### src/rtl/esp3_pkg.sv
// ----------------------------------------------------------------------------
// esp3_pkg
// Shared constants and the CRC-8 step function of the serial packet deframer.
// ----------------------------------------------------------------------------
package esp3_pkg;

    localparam int MAX_FRAME_BYTES_DEF = 64;
    localparam int HEADER_BYTES        = 6;
    localparam logic [7:0] SYNC_VALUE  = 8'h55;
    localparam logic [15:0] GAP_TIMEOUT_RESET = 16'd1000;

    localparam logic [1:0] MODE_BYTE  = 2'd0;
    localparam logic [1:0] MODE_TICK  = 2'd1;
    localparam logic [1:0] MODE_FLUSH = 2'd2;

    // One CRC-8 step, polynomial 0x07, MSB first.
    function automatic logic [7:0] crc8_byte(input logic [7:0] crc, input logic [7:0] d);
        logic [7:0] c;
        c = crc ^ d;
        for (int b = 0; b < 8; b++) begin
            c = c[7] ? ({c[6:0], 1'b0} ^ 8'h07) : {c[6:0], 1'b0};
        end
        return c;
    endfunction

endpackage

### src/rtl/esp3_if.sv
// ----------------------------------------------------------------------------
// esp3_in_if / esp3_out_if / esp3_cfg_if
// Valid/ready channels of the deframer.
// ----------------------------------------------------------------------------
interface esp3_in_if;
    logic       valid;
    logic       ready;
    logic [1:0] mode;
    logic [7:0] rx_byte;
    modport source (output valid, mode, rx_byte, input ready);
    modport sink (input valid, mode, rx_byte, output ready);
endinterface

interface esp3_out_if;
    logic       valid;
    logic       ready;
    logic [7:0] packet_byte;
    logic [5:0] byte_index;
    logic [5:0] data_length;
    logic [5:0] optional_length;
    logic       last;
    modport source (output valid, packet_byte, byte_index, data_length,
                    optional_length, last, input ready);
    modport sink (input valid, packet_byte, byte_index, data_length,
                  optional_length, last, output ready);
endinterface

interface esp3_cfg_if;
    logic        valid;
    logic        ready;
    logic [15:0] data;
    modport source (output valid, data, input ready);
    modport sink (input valid, data, output ready);
endinterface

### src/rtl/esp3_packet_deframer.sv
// ----------------------------------------------------------------------------
// esp3_packet_deframer
// Collects serial bytes in a buffer memory, finds sync-led frames, checks
// both CRC-8 values and emits good frames one byte per output word.
// ----------------------------------------------------------------------------
//  channel   dir  contents
//  in_ch     in   mode, rx_byte
//  out_ch    out  packet_byte, byte_index, data_length, optional_length, last
//  cfg_ch    in   gap_timeout_ticks
//
// A tick, flush or unused-mode word is handled in the idle state. A
// received byte is written into a circular buffer memory (one read port,
// registered data) in its accept cycle. The frame search then walks that
// memory through the single read port: the sync hunt reads each leading
// byte and tests it before the next read, while the header, the data,
// optional and CRC bytes, the positions scanned in a resync and the output
// words are read in turn with each read issued as the last one returns.
// The buffer is a ring with a head pointer, so dropping leading bytes only
// moves the pointer. Reset clears the state, pointers and counters and
// loads the default gap timeout only; no memory clearing pass is needed.
// Output words stall the emit pass while out_ch is not ready; one input
// word is taken only when the engine is idle.
// ----------------------------------------------------------------------------
module esp3_packet_deframer #(
    parameter int MAX_FRAME_BYTES = esp3_pkg::MAX_FRAME_BYTES_DEF
) (
    input logic       clk,
    input logic       rst_n,
    esp3_in_if.sink   in_ch,
    esp3_out_if.source out_ch,
    esp3_cfg_if.sink  cfg_ch
);
    import esp3_pkg::*;

    localparam int AW = $clog2(MAX_FRAME_BYTES);
    localparam int CW = AW + 1;
    localparam logic [CW-1:0] DEPTH = CW'(MAX_FRAME_BYTES);

    // Engine states.
    localparam logic [2:0] S_IDLE = 3'd0;   // waiting for an input word
    localparam logic [2:0] S_HUNT = 3'd1;   // skip leading non-sync bytes
    localparam logic [2:0] S_HDR  = 3'd2;   // read header bytes 1..5
    localparam logic [2:0] S_DATA = 3'd3;   // CRC over data and optional bytes
    localparam logic [2:0] S_RSYN = 3'd4;   // look for the next sync
    localparam logic [2:0] S_EMIT = 3'd5;   // stream the frame out

    // The ring spans the full pointer range so that wrapping stays correct
    // for any buffer size.
    logic [7:0]    mem [2**AW];
    logic [7:0]    rd_data;
    logic [AW-1:0] rd_addr;
    logic          rd_en;
    logic          wr_en;
    logic [AW-1:0] wr_addr;

    logic [2:0]    state_reg, state_next;
    logic [AW-1:0] head_reg, head_next;
    logic [CW-1:0] fill_reg, fill_next;
    logic [15:0]   idle_reg, idle_next;
    logic [15:0]   gap_reg;
    // Position within the frame of the byte being fetched / returned.
    logic [CW-1:0] pos_reg, pos_next;
    logic          pend_reg, pend_next;   // read data is waiting in rd_data
    logic [CW-1:0] ppos_reg;              // position of the returned byte
    logic [7:0]    crc_reg, crc_next;
    logic [15:0]   dlen_reg, dlen_next;
    logic [7:0]    olen_reg, olen_next;
    logic [CW-1:0] total_reg, total_next;

    logic          ov_reg;
    logic [7:0]    ov_byte_reg;
    logic [5:0]    ov_idx_reg, ov_dl_reg, ov_ol_reg;
    logic          ov_last_reg;
    logic          ov_load;

    logic          in_fire;
    logic [CW-1:0] fill_app;   // fill before the append
    logic [10:0]   total_w;

    assign in_fire   = in_ch.valid && in_ch.ready;
    assign in_ch.ready = (state_reg == S_IDLE);
    assign cfg_ch.ready = 1'b1;

    assign out_ch.valid           = ov_reg;
    assign out_ch.packet_byte     = ov_byte_reg;
    assign out_ch.byte_index      = ov_idx_reg;
    assign out_ch.data_length     = ov_dl_reg;
    assign out_ch.optional_length = ov_ol_reg;
    assign out_ch.last            = ov_last_reg;

    always_comb
    begin
        fill_app = fill_reg;
        if (fill_reg != '0 && idle_reg > gap_reg)
        begin
            fill_app = '0;
        end
        if (fill_app >= DEPTH)
        begin
            fill_app = '0;
        end
    end

    // Frame length from the header, including the data CRC.
    assign total_w = 11'(HEADER_BYTES + 1) + 11'(dlen_reg[9:0]) + 11'(olen_reg);

    assign wr_en   = in_fire && in_ch.mode == MODE_BYTE;
    assign wr_addr = AW'(head_reg + AW'(fill_app));

    always_ff @(posedge clk)
    begin
        if (wr_en)
        begin
            mem[wr_addr] <= in_ch.rx_byte;
        end
        if (rd_en)
        begin
            rd_data <= mem[rd_addr];
        end
    end

    always_comb
    begin
        state_next = state_reg;
        head_next  = head_reg;
        fill_next  = fill_reg;
        idle_next  = idle_reg;
        pos_next   = pos_reg;
        pend_next  = 1'b0;
        crc_next   = crc_reg;
        dlen_next  = dlen_reg;
        olen_next  = olen_reg;
        total_next = total_reg;
        rd_en      = 1'b0;
        rd_addr    = AW'(head_reg + AW'(pos_reg));
        ov_load    = 1'b0;

        case (state_reg)
            S_IDLE:
            begin
                if (in_fire)
                begin
                    case (in_ch.mode)
                        MODE_TICK:
                        begin
                            if (idle_reg != 16'hFFFF)
                            begin
                                idle_next = idle_reg + 16'd1;
                            end
                        end
                        MODE_FLUSH:
                        begin
                            fill_next = '0;
                        end
                        MODE_BYTE:
                        begin
                            idle_next  = '0;
                            fill_next  = fill_app + CW'(1);
                            pos_next   = '0;
                            state_next = S_HUNT;
                        end
                        default:
                        begin
                        end
                    endcase
                end
            end
            S_HUNT:
            begin
                // Read position 0; drop it while it is not the sync value.
                if (fill_reg == '0)
                begin
                    state_next = S_IDLE;
                end
                else if (!pend_reg)
                begin
                    rd_en     = 1'b1;
                    rd_addr   = head_reg;
                    pend_next = 1'b1;
                end
                else if (rd_data != SYNC_VALUE)
                begin
                    head_next = AW'(head_reg + AW'(1));
                    fill_next = fill_reg - CW'(1);
                end
                else if (fill_reg < CW'(HEADER_BYTES))
                begin
                    state_next = S_IDLE;
                end
                else
                begin
                    pos_next   = CW'(1);
                    crc_next   = '0;
                    state_next = S_HDR;
                end
            end
            S_HDR:
            begin
                if (pend_reg)
                begin
                    case (ppos_reg)
                        CW'(1): dlen_next[15:8] = rd_data;
                        CW'(2): dlen_next[7:0]  = rd_data;
                        CW'(3): olen_next       = rd_data;
                        default:
                        begin
                        end
                    endcase
                    if (ppos_reg != CW'(5))
                    begin
                        crc_next = crc8_byte(crc_reg, rd_data);
                    end
                end
                if (pend_reg && ppos_reg == CW'(5))
                begin
                    if (dlen_reg > 16'(MAX_FRAME_BYTES) ||
                        total_w > 11'(MAX_FRAME_BYTES))
                    begin
                        pos_next   = CW'(1);
                        state_next = S_RSYN;
                    end
                    else if (fill_reg < CW'(total_w))
                    begin
                        state_next = S_IDLE;
                    end
                    else if (rd_data != crc_reg)
                    begin
                        pos_next   = CW'(1);
                        state_next = S_RSYN;
                    end
                    else
                    begin
                        total_next = CW'(total_w);
                        crc_next   = '0;
                        pos_next   = CW'(HEADER_BYTES);
                        state_next = S_DATA;
                    end
                end
                else if (pos_reg <= CW'(5))
                begin
                    rd_en     = 1'b1;
                    pend_next = 1'b1;
                    pos_next  = pos_reg + CW'(1);
                end
            end
            S_DATA:
            begin
                if (pend_reg && ppos_reg == total_reg - CW'(1))
                begin
                    if (rd_data != crc_reg)
                    begin
                        pos_next   = CW'(1);
                        state_next = S_RSYN;
                    end
                    else
                    begin
                        pos_next   = '0;
                        state_next = S_EMIT;
                    end
                end
                else
                begin
                    if (pend_reg)
                    begin
                        crc_next = crc8_byte(crc_reg, rd_data);
                    end
                    if (pos_reg < total_reg)
                    begin
                        rd_en     = 1'b1;
                        pend_next = 1'b1;
                        pos_next  = pos_reg + CW'(1);
                    end
                end
            end
            S_RSYN:
            begin
                if (pend_reg && rd_data == SYNC_VALUE)
                begin
                    head_next  = AW'(head_reg + AW'(ppos_reg));
                    fill_next  = fill_reg - ppos_reg;
                    pos_next   = '0;
                    state_next = S_HUNT;
                end
                else if (pos_reg >= fill_reg)
                begin
                    if (!pend_reg)
                    begin
                        fill_next  = '0;
                        state_next = S_IDLE;
                    end
                end
                else
                begin
                    rd_en     = 1'b1;
                    pend_next = 1'b1;
                    pos_next  = pos_reg + CW'(1);
                end
            end
            S_EMIT:
            begin
                // One read in flight; the word goes out when the register frees.
                if (pend_reg)
                begin
                    if (!ov_reg || out_ch.ready)
                    begin
                        ov_load = 1'b1;
                        if (ppos_reg == total_reg - CW'(1))
                        begin
                            head_next  = AW'(head_reg + AW'(total_reg));
                            fill_next  = fill_reg - total_reg;
                            state_next = S_IDLE;
                        end
                        else
                        begin
                            rd_en     = 1'b1;
                            pend_next = 1'b1;
                            pos_next  = pos_reg + CW'(1);
                        end
                    end
                    else
                    begin
                        pend_next = 1'b1;
                    end
                end
                else
                begin
                    rd_en     = 1'b1;
                    pend_next = 1'b1;
                    pos_next  = pos_reg + CW'(1);
                end
            end
            default:
            begin
                state_next = S_IDLE;
            end
        endcase
    end

    always_ff @(posedge clk or negedge rst_n)
    begin
        if (!rst_n)
        begin
            state_reg <= S_IDLE;
            head_reg  <= '0;
            fill_reg  <= '0;
            idle_reg  <= '0;
            gap_reg   <= GAP_TIMEOUT_RESET;
            pend_reg  <= 1'b0;
            ov_reg    <= 1'b0;
        end
        else
        begin
            state_reg <= state_next;
            head_reg  <= head_next;
            fill_reg  <= fill_next;
            idle_reg  <= idle_next;
            pend_reg  <= pend_next;
            if (cfg_ch.valid && cfg_ch.ready)
            begin
                gap_reg <= cfg_ch.data;
            end
            if (ov_load)
            begin
                ov_reg <= 1'b1;
            end
            else if (out_ch.ready)
            begin
                ov_reg <= 1'b0;
            end
        end
    end

    always_ff @(posedge clk)
    begin
        pos_reg   <= pos_next;
        crc_reg   <= crc_next;
        dlen_reg  <= dlen_next;
        olen_reg  <= olen_next;
        total_reg <= total_next;
        if (rd_en)
        begin
            ppos_reg <= pos_reg;
        end
        if (ov_load)
        begin
            ov_byte_reg <= rd_data;
            ov_idx_reg  <= ppos_reg[5:0];
            ov_dl_reg   <= dlen_reg[5:0];
            ov_ol_reg   <= olen_reg[5:0];
            ov_last_reg <= (ppos_reg == total_reg - CW'(1));
        end
    end

`ifndef SYNTH
    a_fill_bound: assert property (@(posedge clk) disable iff (!rst_n)
        fill_reg <= DEPTH)
        else $error("buffer fill above depth");
    a_ready_idle: assert property (@(posedge clk) disable iff (!rst_n)
        in_ch.ready |-> !pend_reg)
        else $error("read in flight while idle");
    a_out_hold: assert property (@(posedge clk) disable iff (!rst_n)
        (ov_reg && !out_ch.ready) |=> ov_reg)
        else $error("output word lost");
    a_emit_first: assert property (@(posedge clk) disable iff (!rst_n)
        (ov_load && ppos_reg == '0) |-> rd_data == SYNC_VALUE)
        else $error("frame does not start with sync");
`endif

endmodule

### src/flat_wrapper.sv
// flat-port wrapper written by rule: the top's interface ports become plain ports
module esp3_packet_deframer_flat import esp3_pkg::*;
#(
    parameter int MAX_FRAME_BYTES = esp3_pkg::MAX_FRAME_BYTES_DEF
)
  (clk, rst_n, in_ch_valid, in_ch_mode, in_ch_rx_byte, in_ch_ready, out_ch_valid, out_ch_packet_byte, out_ch_byte_index, out_ch_data_length, out_ch_optional_length, out_ch_last, out_ch_ready, cfg_ch_valid, cfg_ch_data, cfg_ch_ready);
  esp3_in_if in_ch_i ();
  esp3_out_if out_ch_i ();
  esp3_cfg_if cfg_ch_i ();
  input logic clk;
  input logic rst_n;
  input wire logic [$bits(in_ch_i.valid)-1:0] in_ch_valid;
  input wire logic [$bits(in_ch_i.mode)-1:0] in_ch_mode;
  input wire logic [$bits(in_ch_i.rx_byte)-1:0] in_ch_rx_byte;
  output wire logic [$bits(in_ch_i.ready)-1:0] in_ch_ready;
  output wire logic [$bits(out_ch_i.valid)-1:0] out_ch_valid;
  output wire logic [$bits(out_ch_i.packet_byte)-1:0] out_ch_packet_byte;
  output wire logic [$bits(out_ch_i.byte_index)-1:0] out_ch_byte_index;
  output wire logic [$bits(out_ch_i.data_length)-1:0] out_ch_data_length;
  output wire logic [$bits(out_ch_i.optional_length)-1:0] out_ch_optional_length;
  output wire logic [$bits(out_ch_i.last)-1:0] out_ch_last;
  input wire logic [$bits(out_ch_i.ready)-1:0] out_ch_ready;
  input wire logic [$bits(cfg_ch_i.valid)-1:0] cfg_ch_valid;
  input wire logic [$bits(cfg_ch_i.data)-1:0] cfg_ch_data;
  output wire logic [$bits(cfg_ch_i.ready)-1:0] cfg_ch_ready;
  assign in_ch_i.valid = in_ch_valid;
  assign in_ch_i.mode = in_ch_mode;
  assign in_ch_i.rx_byte = in_ch_rx_byte;
  assign in_ch_ready = in_ch_i.ready;
  assign out_ch_valid = out_ch_i.valid;
  assign out_ch_packet_byte = out_ch_i.packet_byte;
  assign out_ch_byte_index = out_ch_i.byte_index;
  assign out_ch_data_length = out_ch_i.data_length;
  assign out_ch_optional_length = out_ch_i.optional_length;
  assign out_ch_last = out_ch_i.last;
  assign out_ch_i.ready = out_ch_ready;
  assign cfg_ch_i.valid = cfg_ch_valid;
  assign cfg_ch_i.data = cfg_ch_data;
  assign cfg_ch_ready = cfg_ch_i.ready;
  esp3_packet_deframer #(.MAX_FRAME_BYTES(MAX_FRAME_BYTES)) u_core (.clk(clk), .rst_n(rst_n), .in_ch(in_ch_i), .out_ch(out_ch_i), .cfg_ch(cfg_ch_i));
endmodule
### config.mk
export PLATFORM = sky130hd
export DESIGN_NAME = esp3_packet_deframer_flat
export DESIGN_NICKNAME = d
export VERILOG_FILES = /design/src/rtl/esp3_pkg.sv /design/src/rtl/esp3_if.sv /design/src/rtl/esp3_packet_deframer.sv /design/src/flat_wrapper.sv
export SDC_FILE = /design/constraint.sdc
export NUM_CORES = 1
export LEC_CHECK = 0
export ABC_AREA = 1
export BUFFER_PORTS_ARGS = -buffer_cell sky130_fd_sc_hd__clkbuf_2
export CAP_MARGIN = 25
export CORE_MARGIN = 3
export CORE_UTILIZATION = 50
export CTS_BUF_LIST = sky130_fd_sc_hd__clkbuf_2
export CTS_CLUSTER_SIZE = 14
export DETAILED_ROUTE_END_ITERATION = 6
export MAX_ROUTING_LAYER = met4
export PLACE_DENSITY = 0.68
export SLEW_MARGIN = 40
export SYNTH_ARGS = -nofsm -noshare
export SYNTH_HDL_FRONTEND = slang
export SYNTH_SLANG_ARGS = --single-unit
### constraint.sdc
create_clock -name clk -period 3.7 [get_ports clk]
set_clock_uncertainty 0.05 [all_clocks]
set_input_delay 0.74 -clock clk [delete_from_list [all_inputs] [get_ports clk]]
set_output_delay 0.74 -clock clk [all_outputs]
set_load 0.01 [all_outputs]
======== Word-level counts from Yosys, hierarchy flattened ========
Memories as Yosys holds them, arrays and structs flattened. A register that Yosys moved wholly into a read port is not among the register bits.
Cells that the tools add are included.
word-level totals
  output and inout bits ................... 30
  logic and storage cells ................. 237
  RAM bits ................................ 512
  input bits .............................. 31
  flip-flop bits (word level) ............. 130
  memories kept ........................... 1
memory list
  memory      words  bits a word  rd ports  clocked after memory_dff  write ports  RTL line                    text
  u_core.mem  64     8            1         1                         1            esp3_packet_deframer.sv:49  logic [7:0] mem [2**AW];
operators by class
  mux-type cells .......................... 109
  bitwise logic cells ..................... 12
  $add $sub $neg .......................... 14
  magnitude comparators ................... 9
  eq/ne operators ......................... 44
  reductions and logical operators ........ 29
operators with widths
  operator               number
  $mux 7                 29
  $mux 8                 12
  $mux 3                 25
  $mux 6                 10
  $pmux 7 s6             1
  $pmux 16 s2            1
  $pmux 7 s4             1
  $add 6x6->6            4
  $not 3->3              8
  $pmux 8 s3             1
  $mux 1                 22
  $reduce_and 11->1      2
  $ne 2x1->1 const B     10
  $pmux 3 s6             1
  $pmux 6 s3             1
  $add 16x1->16 const B  1
  $gt 16x16->1           1
  $gt 16x7->1 const B    1
  $mux 16                1
  $ne 16x16->1 const B   1
  $add 7x1->7 const B    2
  $eq 7x2->1 const B     2
  $lt 7x7->1             2
  $pmux 7 s2             1
  other kinds (48)       77

======== Logic depth before layout (Yosys ltp) ========
  depth in word-level cells ............... 24
  gate-level depth with buffers ........... 23
  gate-level depth less buffers ........... 23

======== Worst setup path after synthesis ========
No wires, ideal clock.
  kind .................................... register to register
  from .................................... register u_core.gap_reg[7]
  to ...................................... memory u_core.mem[0][0], enable pin
  data arrival time ....................... 3.408 ns
  library setup time ...................... 0.371 ns
  path slack .............................. -0.129 ns
  data required time ...................... 3.279 ns
  period minus slack after synthesis ...... 3.829 ns
  cell stages (with the launch flop) ...... 21
  cells stage by stage .................... dfstp_2 -> inv_1 -> ha_1 -> a21oi_1 -> o21a_1 -> nand2_1 -> nand2_1 -> nand2_1 -> nand2_2 -> inv_1 -> nor3_1 -> ha_1 -> nand3_1 -> nand2_1 -> nand2_1 -> nand2_1 -> a21oi_1 -> xor2_1 -> xnor2_1 -> nand3_1 -> nor2_1
on the way
  word-level cells in the longest chain between the ends .. 6
RTL lines
  element                   RTL line                     text
  start: declaration        esp3_packet_deframer.sv:60   logic [15:0] gap_reg;
  start signal: assignment  esp3_packet_deframer.sv:360  gap_reg <= cfg_ch.data;
  $gt 16x16->1 (*)          esp3_packet_deframer.sv:94   if (fill_reg != '0 && idle_reg > gap_reg)
  $logic_and 1x1->1 (*)     esp3_packet_deframer.sv:94
  $mux 7 (*)                esp3_packet_deframer.sv:94
  $ge 7x7->1                esp3_packet_deframer.sv:98   if (fill_app >= DEPTH)
  $mux 7 (*)                esp3_packet_deframer.sv:98
  $add 6x6->6 (*)           esp3_packet_deframer.sv:108  assign wr_addr = AW'(head_reg + AW'(fill_app));
  end: declaration          esp3_packet_deframer.sv:49
Every way passes the cells marked *; elsewhere a longest branch is shown, timed or not.

======== Worst setup path after layout ========
  from .................................... register u_core.gap_reg[9]
  to ...................................... memory u_core.mem[1][4], enable pin
The elaborated chain is that of the path after synthesis.

==> impl_metrics.yaml <==
synth:
  synth_top_family_by_area: "simple AND/OR/NAND/NOR gates"
  synth-simple-area-share: 0.2163
  yosys.area_share.adder: 0.03772
  synth_edf_count: 600
  async_flop_share: 0.07692
  ys.flop_type: "edfxtp_1"
  ys_ff_latch: 650
  synthXorXnorAreaFrac: 0.01349
  synth-compound-area-share: 0.03054
  synthMuxAreaShare: 0.0003551
  syn_inst: 3239
  ys_warn_count: 0
  ys_types: 54
  ys_seq_area_frac: 0.6079
  syn_area_mm2: 0.03171
  synthesis.nets: 3362
  syn_area_per_cell_um2: 9.790
clock_tree:
  root_buffer: "clkbuf_2"
  path_clk_slew_ps: 100
  cts_max_level: 4
  insertion_delay_ps: 1330
  cts_buffer_depth: 3
  clock_sinks: 650
  cts_tree: "done"
  numCtsBuffers: 161
final_layout:
  final_cells: 4597
  drive_above_1_share: 0.1837
  nets: 3755
  largest_register: "u_core.mem"
  final_cell_mix: "708 x nand2_1, 600 x edfxtp_1, 593 x inv_1"
  area_delta_synth_final_pct: 18.01
  final.fill_count: 5231
  largest_reg_flops: 512
  final_common_cell: "nand2_1"
  finalInstanceArea_mm2: 0.03742
worst_hold_path:
  hold_depth: 1
  hp-class: "input pin to flop"
  hold_end: "u_core.mem[47][4]$_DFFE_PP_"
  holdCritStartpoint: "in_ch_rx_byte[4]"
die:
  die_y_um: 257.8
  start_util: 0.5101
  rows: 91
  die-area_mm2: 0.06648
  num_io_pins: 61
  core_mm2: 0.06217
  die_x_um: 257.8
timing:
  post-route-period-util: 1.076
  slew_violations: 0
  rsz0062_at_grt: "true"
  max_freq_mhz: 251.1
  fin_ws_ps: -282.9
  maxSlewHeadroom: 0.4169
  period_minus_slack_ps: 3983
  hold_slack_ps: 155.5
  worst_slew_pin_slew_ps: 874.6
  setup_viol: 512
  finalHoldViolCount: 0
drt:
  dr.pass1.iters: 7
  drcViolationCount: 2
  drt_iter0_drc: 2494
  vias: 24457
  antenna_left: 0
  wl_per_cell_um: 18.55
  wirelength_mm: 85.29
  vias_per_cell: 5.320
setup_path:
  endpoint_kind: "flop"
  rr_endpoint: "u_core.mem[1][4]$_DFFE_PP_"
  r2r_start: "u_core.gap_reg[9]$_DFFE_PN1P_"
  critPathLaunch: "u_core.gap_reg[9]$_DFFE_PN1P_"
  cp.required_ps: 4690
  rrSetupSlack_ps: -280
  arrival_ps: 4970
  worstPathMaxFanout: 8
  cp-start-kind: "flop"
  worstSetupPathType: "flop to flop"
  ff2ff_path_depth: 23
global_routing:
  grt_usage: 0.2640
  antenna_found_initial: 2
  met1_usage: 0.3191
  grt_max_degree: 81
  overflow: 0
  met3_usage: 0.04825
  grt.busiest_layer: "met2"
  first_global_vias: 24505
  use_met2: 0.4356
  grt_first_pass_wirelength_mm: 130.9
placement:
  preCtsSetupSlack_ps: -506.5
  portBuffers: 59
  place_congestion: 1.018
  placed_area_mm2: 0.03423
  place.detailed.hpwl_mm: 56.09
  place_inst: 4225
run_status:
  violations: "design-rule violations, negative setup slack"
  run_status: "complete, but fails checks"
job:
  drv_cap: 0
==> through the flow <==
step / setup TNS [ps] / util
finish: -108430 / 0.6019
global placement: -149580 / 0.5505
detailed placement: -194310 / 0.5507
CTS: -10010 / 0.5922
global route: -193920 / 0.6019
floorplan: -48210 / -
==> synth_stat cells, drive strengths merged, types with 3 or more instances <==
cell type  count  area [µm²]
nand4         24       156.4
fa             6       120.1
xnor2         25       219.0
o21ai         76       395.4
nand3b        41       307.8
dfstp          6       157.7
nor2         161       630.6
or2            8       50.05
o211ai         4       30.03
clkbuf        26       97.59
o31ai          5       37.54
a21oi         61       309.1
dfrtp         44        1101
edfxtp       600       18020
a211oi         5       37.54
ha            86        1076
inv          610        2290
nor4           9       56.30
buf           92       573.1
a31oi          5       31.28
nand2        730        2773
o21a           3       22.52
nor3          17       85.08
xor2          23       209.0
nand3        551        2770
==> what timing repair did <==
| action | 4_1_cts | 5_1_grt |
|---|---|---|
| hold buffers | 71 | 1 |
| pin swaps | 18 | 16 |
| endpoints found under the hold margin | 206 | 21 |
| gates resized for setup | 100 | 135 |
| buffers inserted | 7 | 2 |
| endpoints found under the setup margin | 527 | 533 |
==> cells by family (layout without fill, tap and decap cells) <==
family / Yosys count / after routing
simple gates: 1545 / 1545
buf+inv: 730 / 1247
flops: 650 / 650
compound gates: 172 / 172
fa+ha+maj: 92 / 92
xor+xnor: 48 / 48
other cells: 1 / 5
mux: 1 / 1
==> how the worst max path moves through the flow <==
stage | to | slack, ps | cells after the start
final | u_core.mem[1][4]$_DFFE_PP_ | -280 | 23
after global routing | u_core.mem[38][7]$_DFFE_PP_ | -440 | 23
after CTS | u_core.mem[5][3]$_DFFE_PP_ | -70 | 25
after detailed placement | u_core.mem[19][4]$_DFFE_PP_ | -510 | 24
after global placement | u_core.mem[22][6]$_DFFE_PP_ | -410 | 25
after floorplan | u_core.mem[0][0]$_DFFE_PP_ | -130 | 20
==> final cells by class <==
class                           instances  area [µm²]  area share
Antenna cell                            4       10.01   0.0002675
Clock buffer                          218        1091     0.02916
Clock inverter                         69       329.1    0.008794
Inverter                              612        2297     0.06139
Multi-Input combinational cell       1859       10260      0.2742
Sequential cell                       650       19280      0.5151
Tap cell                              837        1047     0.02799
Timing Repair Buffer                  348        3110     0.08312
==> worst max-delay path: stages (launching register included) <==
cell	delay, ps
dfstp_2	540
inv_1	70
ha_4	230
a21oi_2	150
o21ai_1	110
a21oi_2	160
nand2_2	80
nand2_4	120
inv_2	40
nor3_2	160
buf_4	150
ha_4	200
nand3_2	70
nand2_2	60
nand2_2	90
nand2_2	70
a21oi_4	170
xor2_4	110
xnor2_4	330
buf_6	180
nand3_2	90
buf_12	170
nor2_1	90
buf_4	170
==> per-layer routing <==
metal  vias to the layer above  routed length (µm)
li1                      11561                   -
met1                     11616               33840
met2                      1047               41970
met3                       233                6276
met4                         0                3200
met5                         -                   0
Power is not shown: default switching activity piles up to over one toggle a cycle in this logic, so the estimate is an artifact.
